### config.mk
export PLATFORM = sky130hd
export DESIGN_NAME = rotor_substitution_stepper_unit
export DESIGN_NICKNAME = d
export VERILOG_FILES = /design/src/rtl/rss_pkg.sv /design/src/rtl/rotor_substitution_stepper_unit.sv /design/src/rtl/rss_front.sv /design/src/rtl/rss_fifo.sv /design/src/rtl/rss_back.sv
export SDC_FILE = /design/constraint.sdc
export NUM_CORES = 1
export LEC_CHECK = 0
export ABC_AREA = 1
export BUFFER_PORTS_ARGS = -buffer_cell sky130_fd_sc_hd__buf_4
export CAP_MARGIN = 20
export CORE_MARGIN = 2
export CORE_UTILIZATION = 55
export CTS_BUF_LIST = sky130_fd_sc_hd__clkbuf_8
export DETAILED_ROUTE_END_ITERATION = 7
export GPL_TIMING_DRIVEN = 0
export PLACE_DENSITY = 0.86
export SYNTH_ARGS = -nofsm -noshare
export SYNTH_HDL_FRONTEND = slang
export SYNTH_SLANG_ARGS = --single-unit
### constraint.sdc
create_clock -name aclk -period 12.2 [get_ports aclk]
set_input_delay 1.22 -clock aclk [delete_from_list [all_inputs] [get_ports aclk]]
set_output_delay 1.22 -clock aclk [all_outputs]
set_load 0.02 [all_outputs]
### src/rtl/rss_pkg.sv
// ----------------------------------------------------------------------------
// Rotor substitution stepper package
// Shared types, command codes and modulo-26 helpers.
// ----------------------------------------------------------------------------
`default_nettype none

package rss_pkg;

    localparam int unsigned LETTERS = 26;
    localparam int unsigned LTR_W   = 5;

    typedef logic [LTR_W-1:0] letter_t;

    typedef enum logic [1:0] {
        CMD_FORWARD = 2'd0,
        CMD_REVERSE = 2'd1,
        CMD_STEP    = 2'd2,
        CMD_SET     = 2'd3
    } rss_cmd_t;

    localparam logic [2:0] REG_WIRING_LOW  = 3'd0;
    localparam logic [2:0] REG_WIRING_MID  = 3'd1;
    localparam logic [2:0] REG_WIRING_HIGH = 3'd2;
    localparam logic [2:0] REG_NOTCH_MASK  = 3'd3;
    localparam logic [2:0] REG_RING_OFFSET = 3'd4;

    typedef struct packed {
        logic [59:0] wiring_low;
        logic [59:0] wiring_mid;
        logic [9:0]  wiring_high;
        logic [25:0] notch_mask;
        logic [4:0]  ring_offset;
    } rss_cfg_t;

    // Classified transaction passed from front to back
    typedef struct packed {
        rss_cmd_t cmd;
        letter_t  entry;
        letter_t  shift;
        logic     carry;
        letter_t  position;
    } rss_item_t;

    function automatic letter_t mod26(input letter_t v);
        mod26 = (v >= letter_t'(LETTERS)) ? letter_t'(v - letter_t'(LETTERS)) : v;
    endfunction

    function automatic letter_t add_mod26(input letter_t a, input letter_t b);
        logic [LTR_W:0] sum;
        sum = {1'b0, a} + {1'b0, b};
        if (sum >= (LTR_W+1)'(LETTERS)) begin
            sum = sum - (LTR_W+1)'(LETTERS);
        end
        add_mod26 = sum[LTR_W-1:0];
    endfunction

    function automatic letter_t sub_mod26(input letter_t a, input letter_t b);
        if (a >= b) begin
            sub_mod26 = letter_t'(a - b);
        end else begin
            sub_mod26 = letter_t'(a + letter_t'(LETTERS) - b);
        end
    endfunction

endpackage

`default_nettype wire

### src/rtl/rotor_substitution_stepper_unit.sv
// ----------------------------------------------------------------------------
// Rotor substitution stepper unit
// One cipher-machine rotor: forward/reverse substitution, stepping, loading.
// ----------------------------------------------------------------------------
// Usage:
//   Slave stream s_*: s_tuser carries cmd (forward, reverse, step, set),
//   s_tdata carries letter_in and new_position. Master stream m_*: one
//   transaction per command with letter_out, carry and current_position.
//   APB port programs wiring (three words), notch mask and ring setting at
//   byte addresses 0, 8, 16, 24, 32; write only while the unit is idle.
//   An accepted input reaches m_tvalid through the queue, then the
//   registered substitution stage. Throughput: one transaction per cycle
//   while the receiver accepts, set by the position update in the front end.
//   The front end keeps the rotor position and fills a QUEUE_DEPTH-entry
//   queue; when the receiver stalls the output register holds and the queue
//   fills, after which s_tready drops. Reset clears position, registers and
//   queue; no clearing pass is needed.
// ----------------------------------------------------------------------------
`default_nettype none

module rotor_substitution_stepper_unit #(
    parameter int unsigned QUEUE_DEPTH = 2
) (
    input  wire logic        aclk,
    input  wire logic        aresetn,
    input  wire logic        psel,
    input  wire logic        penable,
    input  wire logic        pwrite,
    input  wire logic [5:0]  paddr,
    input  wire logic [63:0] pwdata,
    output logic [63:0]      prdata,
    output logic             pready,
    input  wire logic        s_tvalid,
    output logic             s_tready,
    input  wire logic [15:0] s_tdata,   // letter_in[4:0], new_position[9:5]
    input  wire logic [1:0]  s_tuser,   // cmd[1:0]
    output logic             m_tvalid,
    input  wire logic        m_tready,
    output logic [15:0]      m_tdata    // letter_out[4:0], carry[5], current_position[10:6]
);
    import rss_pkg::*;

    rss_cfg_t   cfg_reg;
    rss_item_t  fr_item, q_item;
    logic       q_push, q_pop, q_full, q_empty;
    logic       wr_en;
    logic [2:0] reg_idx;

    assign pready  = 1'b1;
    assign reg_idx = paddr[5:3];
    assign wr_en   = psel && penable && pwrite && pready;

    always_ff @(posedge aclk) begin
        if (!aresetn) begin
            cfg_reg <= '0;
        end else if (wr_en) begin
            case (reg_idx)
                REG_WIRING_LOW:  cfg_reg.wiring_low  <= pwdata[59:0];
                REG_WIRING_MID:  cfg_reg.wiring_mid  <= pwdata[59:0];
                REG_WIRING_HIGH: cfg_reg.wiring_high <= pwdata[9:0];
                REG_NOTCH_MASK:  cfg_reg.notch_mask  <= pwdata[25:0];
                REG_RING_OFFSET: cfg_reg.ring_offset <= pwdata[4:0];
                default: begin
                end
            endcase
        end
    end

    always_comb begin
        case (reg_idx)
            REG_WIRING_LOW:  prdata = {4'd0, cfg_reg.wiring_low};
            REG_WIRING_MID:  prdata = {4'd0, cfg_reg.wiring_mid};
            REG_WIRING_HIGH: prdata = {54'd0, cfg_reg.wiring_high};
            REG_NOTCH_MASK:  prdata = {38'd0, cfg_reg.notch_mask};
            REG_RING_OFFSET: prdata = {59'd0, cfg_reg.ring_offset};
            default:         prdata = '0;
        endcase
    end

    rss_front u_front (
        .aclk     (aclk),
        .aresetn  (aresetn),
        .cfg      (cfg_reg),
        .s_tvalid (s_tvalid),
        .s_tready (s_tready),
        .s_tdata  (s_tdata),
        .s_tuser  (s_tuser),
        .q_full   (q_full),
        .q_push   (q_push),
        .q_item   (fr_item)
    );

    rss_fifo #(
        .DEPTH (QUEUE_DEPTH)
    ) u_fifo (
        .aclk    (aclk),
        .aresetn (aresetn),
        .push    (q_push),
        .wr_item (fr_item),
        .pop     (q_pop),
        .rd_item (q_item),
        .full    (q_full),
        .empty   (q_empty)
    );

    rss_back u_back (
        .aclk     (aclk),
        .aresetn  (aresetn),
        .cfg      (cfg_reg),
        .q_empty  (q_empty),
        .q_item   (q_item),
        .q_pop    (q_pop),
        .m_tvalid (m_tvalid),
        .m_tready (m_tready),
        .m_tdata  (m_tdata)
    );

endmodule

`default_nettype wire

### src/rtl/rss_front.sv
// ----------------------------------------------------------------------------
// Rotor front end
// Accepts commands, keeps the rotor position and classifies each transaction.
// ----------------------------------------------------------------------------
`default_nettype none

module rss_front (
    input  wire logic              aclk,
    input  wire logic              aresetn,
    input  wire rss_pkg::rss_cfg_t cfg,
    input  wire logic              s_tvalid,
    output logic                   s_tready,
    input  wire logic [15:0]       s_tdata,   // letter_in[4:0], new_position[9:5]
    input  wire logic [1:0]        s_tuser,   // cmd[1:0]
    input  wire logic              q_full,
    output logic                   q_push,
    output rss_pkg::rss_item_t     q_item
);
    import rss_pkg::*;

    letter_t  position_reg, position_next;
    letter_t  letter, new_pos, ring, shift;
    rss_cmd_t cmd;

    assign s_tready = !q_full;
    assign q_push   = s_tvalid && s_tready;

    always_comb begin
        cmd     = rss_cmd_t'(s_tuser);
        letter  = mod26(s_tdata[4:0]);
        new_pos = mod26(s_tdata[9:5]);
        ring    = mod26(cfg.ring_offset);
        shift   = sub_mod26(position_reg, ring);

        position_next  = position_reg;
        q_item.cmd     = cmd;
        q_item.entry   = add_mod26(letter, shift);
        q_item.shift   = shift;
        q_item.carry   = 1'b0;
        case (cmd)
            CMD_STEP: begin
                q_item.carry  = cfg.notch_mask[position_reg];
                position_next = (position_reg == letter_t'(LETTERS - 1)) ? '0
                              : letter_t'(position_reg + 1'b1);
            end
            CMD_SET: begin
                position_next = new_pos;
            end
            default: begin
            end
        endcase
        q_item.position = position_next;
    end

    always_ff @(posedge aclk) begin
        if (!aresetn) begin
            position_reg <= '0;
        end else if (q_push) begin
            position_reg <= position_next;
        end
    end

`ifndef SYNTHESIS
    ast_pos_range: assert property (@(posedge aclk) disable iff (!aresetn)
        position_reg < letter_t'(LETTERS))
        else $error("rotor position out of range");
    ast_hold_pos: assert property (@(posedge aclk) disable iff (!aresetn)
        !q_push |=> $stable(position_reg))
        else $error("position changed without a transaction");
    ast_carry_step: assert property (@(posedge aclk) disable iff (!aresetn)
        q_item.carry |-> (q_item.cmd == CMD_STEP))
        else $error("carry on a non-step command");
`endif

endmodule

`default_nettype wire

### src/rtl/rss_fifo.sv
// ----------------------------------------------------------------------------
// Rotor command queue
// Small register FIFO decoupling the front end from the substitution stage.
// ----------------------------------------------------------------------------
`default_nettype none

module rss_fifo #(
    parameter int unsigned DEPTH = 2
) (
    input  wire logic               aclk,
    input  wire logic               aresetn,
    input  wire logic               push,
    input  wire rss_pkg::rss_item_t wr_item,
    input  wire logic               pop,
    output rss_pkg::rss_item_t      rd_item,
    output logic                    full,
    output logic                    empty
);
    import rss_pkg::*;

    localparam int unsigned PTR_W = (DEPTH > 1) ? $clog2(DEPTH) : 1;
    localparam int unsigned CNT_W = $clog2(DEPTH + 1);

    rss_item_t          mem [DEPTH];
    logic [PTR_W-1:0]   wr_ptr_reg, rd_ptr_reg;
    logic [CNT_W-1:0]   count_reg;

    assign full    = (count_reg == CNT_W'(DEPTH));
    assign empty   = (count_reg == '0);
    assign rd_item = mem[rd_ptr_reg];

    always_ff @(posedge aclk) begin
        if (push) begin
            mem[wr_ptr_reg] <= wr_item;
        end
    end

    always_ff @(posedge aclk) begin
        if (!aresetn) begin
            wr_ptr_reg <= '0;
            rd_ptr_reg <= '0;
            count_reg  <= '0;
        end else begin
            if (push) begin
                wr_ptr_reg <= (wr_ptr_reg == PTR_W'(DEPTH - 1)) ? '0
                            : PTR_W'(wr_ptr_reg + 1'b1);
            end
            if (pop) begin
                rd_ptr_reg <= (rd_ptr_reg == PTR_W'(DEPTH - 1)) ? '0
                            : PTR_W'(rd_ptr_reg + 1'b1);
            end
            if (push && !pop) begin
                count_reg <= CNT_W'(count_reg + 1'b1);
            end else if (pop && !push) begin
                count_reg <= CNT_W'(count_reg - 1'b1);
            end
        end
    end

`ifndef SYNTHESIS
    ast_no_overflow: assert property (@(posedge aclk) disable iff (!aresetn)
        push |-> !full)
        else $error("push into full queue");
    ast_no_underflow: assert property (@(posedge aclk) disable iff (!aresetn)
        pop |-> !empty)
        else $error("pop from empty queue");
    ast_count_range: assert property (@(posedge aclk) disable iff (!aresetn)
        count_reg <= CNT_W'(DEPTH))
        else $error("queue count out of range");
`endif

endmodule

`default_nettype wire

### src/rtl/rss_back.sv
// ----------------------------------------------------------------------------
// Rotor substitution stage
// Forward lookup or inverse search through the wiring, registered result.
// ----------------------------------------------------------------------------
`default_nettype none

module rss_back (
    input  wire logic               aclk,
    input  wire logic               aresetn,
    input  wire rss_pkg::rss_cfg_t  cfg,
    input  wire logic               q_empty,
    input  wire rss_pkg::rss_item_t q_item,
    output logic                    q_pop,
    output logic                    m_tvalid,
    input  wire logic               m_tready,
    output logic [15:0]             m_tdata    // letter_out[4:0], carry[5],
                                               // current_position[10:6]
);
    import rss_pkg::*;

    letter_t wiring [LETTERS];
    letter_t fwd_target, inv_target, target, letter_out;
    logic    valid_reg;
    logic [15:0] data_reg, data_next;

    always_comb begin
        for (int i = 0; i < 12; i++) begin
            wiring[i]      = cfg.wiring_low[5*i +: 5];
            wiring[i + 12] = cfg.wiring_mid[5*i +: 5];
        end
        wiring[24] = cfg.wiring_high[4:0];
        wiring[25] = cfg.wiring_high[9:5];
    end

    always_comb begin
        inv_target = q_item.entry;
        for (int i = 0; i < LETTERS; i++) begin
            if (wiring[i] == q_item.entry) begin
                inv_target = letter_t'(i);
            end
        end
        fwd_target = mod26(wiring[q_item.entry]);
        target     = (q_item.cmd == CMD_REVERSE) ? inv_target : fwd_target;
        letter_out = '0;
        if (q_item.cmd == CMD_FORWARD || q_item.cmd == CMD_REVERSE) begin
            letter_out = sub_mod26(target, q_item.shift);
        end
        data_next = {5'd0, q_item.position, q_item.carry, letter_out};
    end

    assign q_pop    = !q_empty && (!valid_reg || m_tready);
    assign m_tvalid = valid_reg;
    assign m_tdata  = data_reg;

    always_ff @(posedge aclk) begin
        if (!aresetn) begin
            valid_reg <= 1'b0;
        end else if (q_pop) begin
            valid_reg <= 1'b1;
        end else if (m_tready) begin
            valid_reg <= 1'b0;
        end
    end

    always_ff @(posedge aclk) begin
        if (q_pop) begin
            data_reg <= data_next;
        end
    end

`ifndef SYNTHESIS
    ast_letter_range: assert property (@(posedge aclk) disable iff (!aresetn)
        valid_reg |-> (data_reg[4:0] < letter_t'(LETTERS)))
        else $error("letter_out out of range");
    ast_pos_range: assert property (@(posedge aclk) disable iff (!aresetn)
        valid_reg |-> (data_reg[10:6] < letter_t'(LETTERS)))
        else $error("current_position out of range");
    ast_pop_valid: assert property (@(posedge aclk) disable iff (!aresetn)
        q_pop |=> valid_reg)
        else $error("popped transaction not presented");
`endif

endmodule

`default_nettype wire
==> results_dict.tcl, run 1 <==
set metrics [dict create \
    yosysMostFrequentCell "o21ai_0" \
    grt_pass1_vias 14285 \
    post_cts_buffers 0 \
    syn_area_um2 13510 \
    diodes 0 \
    p_total_uw 4300 \
    wl_per_cell_um 23.50 \
    cts_buffers 40 \
    die_h_um 160.7 \
    cp.depth 24 \
    synth_area_leaders "dfxtp_1, edfxtp_1, o21ai_0" \
    fin_nets 2214 \
    use_met1 0.5512 \
    endpoint "u_back.m_tdata[1]$_SDFFCE_PN0P_" \
    path_clk_slew_ns 0.06 \
    finalSetupViolCount 0 \
    grt_overflow_total 0 \
    relSlewSlack 0.2597 \
    synth_cell_type_count 57 \
    dp_cells 2359 \
    setup_slack_ns 6.522 \
    fin_crit_ns 5.678 \
    clock-root-buffer "clkbuf_8" \
    hold_class "reg -> reg" \
    antenna_found_initial 2 \
    cpMostUsedCell "inv_1" \
    r2r_setup_slack_ns 6.52 \
    violations "DRC" \
    seqPwrFrac 0.211 \
    p_leak_uw 0.006789 \
    path_cells "o21ai_0, buf_4, buf_2, clkbuf_1, o211ai_1, a41oi_1, inv_2, ha_1, o21ai_2, nand2_2, xor2_1, a22oi_2, inv_2, ha_1, inv_1, o31ai_1, inv_1, nor2_1, nor2_1, nand2_1, a21oi_1, inv_1, o21ai_0, a21oi_1" \
    r2r-end "u_back.m_tdata[1]$_SDFFCE_PN0P_" \
    core_area_um2 24250 \
    detailedPlace.worstSlack_ns 6.640 \
    route.detailed.drc 10 \
    maxCapViolations 0 \
    use_met2 0.6797 \
    grt_max_degree 19 \
    max_freq_mhz 176.1 \
    yosysSeqAreaShare 0.3594 \
    drt_iter0_drc 2226 \
    synth_seq_cells 219 \
    place_area_um2 15150 \
    syn_to_final_growth_pct 18.37 \
    antenna_left 0 \
    synthArstFlopShare 0 \
    worst_setup_path_start_kind "flop" \
    rsz0062_at_grt "no" \
    nFillCells 2140 \
    top_usage_layer "met2" \
    finalCritPeriodShare 0.4654 \
    clock_power_share 0.175 \
    via_per_inst 6.174 \
    tightest_slew_ns 1.106 \
    drive_gt1_frac 0.1406 \
    yosysTopAreaCell "dfxtp_1" \
    grt_pass1_wl_mm 84.01 \
    synth_flop_cell "dfxtp_1" \
    setup_tns_ns 0 \
    peakVddDrop_v 0.0002196 \
    die_x_um 160.7 \
    synth_edf_count 47 \
    yosysWarnings 0 \
    start_util 0.5571 \
    finClkSkew_ns 0.02340 \
    status "finished, violations left" \
    first_pass_iters 8 \
    clock_insertion_delay_worst_skew_ns 0.57 \
    rows 57 \
    cp.arrival_ns 5.98 \
    h-tree-depth 2 \
    cp_num_buf_inv 8 \
    top_level_ports 178 \
    postCtsResizedCells 0 \
    syn_inst 1871 \
    synth_commonest_cells "o21ai_0, nand2_1, inv_1" \
    crit_slowest_cell "clkbuf_1" \
    cp-end-kind "flop" \
    hpwl_mm 42.72 \
    vias 15004 \
    crit_family "compound AO/OA/AOI/OAI gates" \
    critPathRequiredTime_ns 12.50 \
    stdcell_area_um2 15990 \
    path_max_fanout 10 \
    synth_top_area_share 0.2549 \
    p_int_uw 2153 \
    cts_sinks 219 \
    dieArea_um2 25830 \
    io_buffers 153 \
    reg2reg_depth 24 \
    slowest_delay_ns 0.54 \
    final_cells 2430 \
    switchingPower_uw 2147 \
    ctsLongestPathBuffers 3 \
    path_class "reg -> reg" \
    avgSynthCellArea_um2 7.220 \
    finalMaxSlewViolations 0 \
    swShare 0.4993 \
    combPwrFrac 0.613 \
    use_met3 0.1069 \
    cts_tree "built" \
    finalWirelength_mm 57.10 \
    largest_reg_flops 161 \
    place_congestion 1.042 \
    hold_viol_final 0 \
    grt_usage 0.4299 \
    ctsHoldBuffers 0 \
    power_density_nw_per_um2 268.9 \
]
## cells by family (layout without fill, tap and decap cells)
logic type / Yosys count / count (layout) / share of synthesized area
AND/OR/NAND/NOR: 545 / 545 / 0.1673
multiplexers: 2 / 2 / 0.001482
buffers and inverters: 365 / 592 / 0.1168
AO/OA/AOI/OAI: 607 / 607 / 0.2543
flip-flops: 219 / 219 / 0.3594
XOR/XNOR: 90 / 90 / 0.05835
adder cells (fa/ha/maj): 41 / 41 / 0.04186
other: 2 / 10 / 0.0005559
## worst min path at each step
stage / from / to / slack [ns] / cells past startpoint
6_report: cfg_reg[17]$_SDFFE_PN0P_ / cfg_reg[17]$_SDFFE_PN0P_ / 0.48 / 2
3_3_place_gp: u_fifo.rd_ptr_reg$_SDFFE_PN0P_ / u_fifo.rd_ptr_reg$_SDFFE_PN0P_ / 0.44 / 1
4_1_cts: cfg_reg[17]$_SDFFE_PN0P_ / cfg_reg[17]$_SDFFE_PN0P_ / 0.47 / 2
3_5_place_dp: u_fifo.rd_ptr_reg$_SDFFE_PN0P_ / flop / 0.46 / 1
5_1_grt: cfg_reg[17]$_SDFFE_PN0P_ / cfg_reg[17]$_SDFFE_PN0P_ / 0.51 / 2
2_1_floorplan: u_fifo.rd_ptr_reg$_SDFFE_PN0P_ / flop / 0.43 / 1
## placed cells by master (no fill, tap or decap), types with 7 or more instances in the layout
| cell | count |
|---|---|
| a211oi_1 | 16 |
| nand3_1 | 37 |
| o221ai_1 | 22 |
| nor4_1 | 11 |
| edfxtp_1 | 47 |
| o21ai_0 | 269 |
| nand2_2 | 7 |
| a21oi_1 | 184 |
| inv_1 | 251 |
| fa_1 | 7 |
| o211ai_1 | 20 |
| o2111ai_1 | 8 |
| conb_1 | 10 |
| clkbuf_1 | 72 |
| nor3_1 | 20 |
| a31oi_1 | 7 |
| buf_2 | 9 |
| o22ai_1 | 47 |
| nor2_1 | 191 |
| nand2_1 | 252 |
| xor2_1 | 75 |
| buf_4 | 178 |
| dfxtp_1 | 172 |
| ha_1 | 34 |
| clkbuf_8 | 47 |
| xnor2_1 | 15 |
| buf_6 | 10 |
## layout make-up
cell class / instances / area, µm² / area share
Multi-Input combinational cell: 1295 / 7116 / 0.4450
Clock inverter: 23 / 188.9 / 0.01182
Buffer: 119 / 654.4 / 0.04092
Timing Repair Buffer: 157 / 1201 / 0.07512
Tap cell: 324 / 405.4 / 0.02535
Inverter: 246 / 923.4 / 0.05775
Clock buffer: 47 / 646.9 / 0.04045
Sequential cell: 219 / 4855 / 0.3036
## tightest hold or removal path: stages (launching register included)
cell	delay [ns]
dfxtp_1	0.31
inv_1	0.07
a21oi_1	0.06
## through the flow
step                  util  hold WS (ns)
finish              0.6594        0.4781
global route        0.6594        0.5071
CTS                 0.6591        0.4716
detailed placement  0.6247        0.4604
global placement    0.6224        0.4399
floorplan                -        0.4258
## power by group through the flow
| stage | clock, µW | combinational (µW) | sequential [µW] |
|---|---|---|---|
| 3_5_place_dp | 0 | 2540 | 921 |
| 6_report | 754 | 2640 | 908 |
| 2_1_floorplan | 0 | 1700 | 937 |
| 4_1_cts | 748 | 2550 | 906 |
| 5_1_grt | 779 | 2830 | 913 |
| 3_3_place_gp | 0 | 2470 | 918 |
## per-layer routing
layer | routed length (µm) | vias up
li1 | - | 6696
met2 | 25070 | 1090
met1 | 21980 | 6999
met5 | 13 | -
met3 | 6906 | 217
met4 | 3122 | 2
Note: power is estimated with default switching activity, not from simulation.
==> inputs of run 2 (changes only) <==
PLACE_DENSITY = 0.89   (was 0.86)
clock period = 4.9 ns   (was 12.2 ns; I/O delays follow)
==> run 2 against run 1 <==
Against the previous run: the flow now finishes without violations; critical path depth grew 1; design area is 0.95% higher; clock skew rose by 0.0071 ns; clock power increased by 130%.
==> results_dict.tcl, run 2 (same netlist as run 1, synthesis figures left out) <==
set metrics [dict create \
    route.detailed.drc 0 \
    dp_cells 2357 \
    drive_gt1_frac 0.1543 \
    antenna_found_initial 0 \
    grt_overflow_total 0 \
    wl_per_cell_um 23.14 \
    largest_reg_flops 161 \
    setup_slack_ns 0.1592 \
    die_x_um 160.7 \
    io_buffers 153 \
    dieArea_um2 25830 \
    mostFrequentLayoutCell "o21ai_0" \
    grt_pass1_vias 14205 \
    top_level_ports 178 \
    antenna_left 0 \
    path_clk_slew_ns 0.06 \
    finalMaxSlewViolations 0 \
    via_per_inst 6.191 \
    first_pass_iters 6 \
    grt_pass1_wl_mm 83.12 \
    vias 15088 \
    p_leak_uw 0.006846 \
    drt_iter0_drc 2291 \
    finalCritPeriodShare 0.9675 \
    clock_insertion_delay_worst_skew_ns 0.58 \
    fin_nets 2219 \
    relSlewSlack 0.2390 \
    final_cells 2437 \
    nFillCells 2132 \
    utilization 0.6657 \
    syn_to_final_growth_pct 19.49 \
    critPathRequiredTime_ns 5.28 \
    finClkSkew_ns 0.03052 \
    start_util 0.5571 \
    status "complete, no violations" \
    max_freq_mhz 210.9 \
    cp.arrival_ns 5.12 \
    rows 57 \
    power_density_nw_per_um2 676.7 \
    hold_viol_final 0 \
    clock-root-buffer "clkbuf_8" \
    cts_buffers 40 \
    finalSetupViolCount 0 \
    finalWirelength_mm 56.40 \
    path_class "reg -> reg" \
    fin_crit_ns 4.741 \
    hpwl_mm 41.73 \
    path_max_fanout 10 \
    die_h_um 160.7 \
    worst_setup_path_start_kind "flop" \
    p_total_uw 10920 \
    ctsLongestPathBuffers 3 \
    place_area_um2 15120 \
    tightest_slew_ns 1.137 \
    rsz0062_at_grt "yes" \
    cts_sinks 219 \
    grt_usage 0.4227 \
    h-tree-depth 2 \
    core_area_um2 24250 \
    cp-end-kind "flop" \
    diodes 0 \
    peakVddDrop_v 0.0004205 \
    cts_tree "built" \
    hold_class "in -> reg" \
    detailedPlace.worstSlack_ns -0.7112 \
    stdcell_area_um2 16140 \
    place_congestion 1.019 \
    maxCapViolations 0 \
    grt_max_degree 19 \
    final_cell_mix "o21ai_0, inv_1, nand2_1" \
]
run 2: worst max-delay path: stages (launching register included):
cell and delay (ns):
dfxtp_4 0.37, inv_2 0.07, buf_6 0.15, nand2_4 0.07, nand2_4 0.12, buf_8 0.20
buf_8 0.19, buf_4 0.24, o211ai_1 0.12, a21oi_1 0.25, a211oi_1 0.12, a41oi_4 0.25
inv_2 0.07, ha_1 0.21, o21ai_2 0.15, nand2_2 0.09, xor2_1 0.16, a22oi_2 0.21
inv_2 0.05, ha_1 0.29, inv_1 0.09, ha_1 0.20, inv_1 0.08, fa_1 0.38
xor2_1 0.15, a211oi_1 0.24
run 2: cell type report:
cell class                 instances  area, µm²  share of cell area
multi-input combinational       1295       7262              0.4499
clock buffer                      41      564.3             0.03496
inverter                         246      925.9             0.05736
timing repair buffer             162       1224             0.07581
buffer                           119      706.9             0.04380
clock inverter                    31      195.2             0.01209
sequential                       219       4858              0.3010
tap                              324      405.4             0.02511
run 2: metal layers:
metal / vias up / wire [µm] / global-route usage
met1: 6952 / 21170 / 0.5553
met2: 1179 / 24700 / 0.6609
met5: - / 0 / 0
met4: 0 / 3291 / 0.2159
met3: 247 / 7245 / 0.08858
li1: 6710 / - / -
run 2: final timing paths:
| kind | end | slack [ns] | cells past startpoint | start |
|---|---|---|---|---|
| min reg2reg | flop | 0.45 | 1 | u_fifo.rd_ptr_reg$_SDFFE_PN0P_ |
| max reg2reg | u_back.m_tdata[3]$_SDFFCE_PN0P_ | 0.16 | 25 | flop |
| min | cfg_reg[28]$_SDFFE_PN0P_ | 0.17 | 3 | pwdata[23] |
| max | u_back.m_tdata[3]$_SDFFCE_PN0P_ | 0.16 | 25 | flop |
run 2: per-stage QoR:
step / hold WS (ns) / TNS, ns
2_1_floorplan: 0.4258 / 0
3_3_place_gp: 0.4377 / -1.869
3_5_place_dp: 0.4469 / -2.568
4_1_cts: 0.1585 / 0
5_1_grt: 0.1881 / -0.1934
6_report: 0.1699 / 0
run 2: power by group:
part | total [µW] | internal, µW | switching, µW
clock | 1730 | 893 | 840
sequential | 2270 | 2170 | 99.8
combinational | 6930 | 2370 | 4560
run 2: timing repair:
item                       CTS  global route
resized for setup           13            43
setup endpoints to repair    4            12
buffers inserted             0             8
hold buffers                 0             0
pin swaps                    0             6
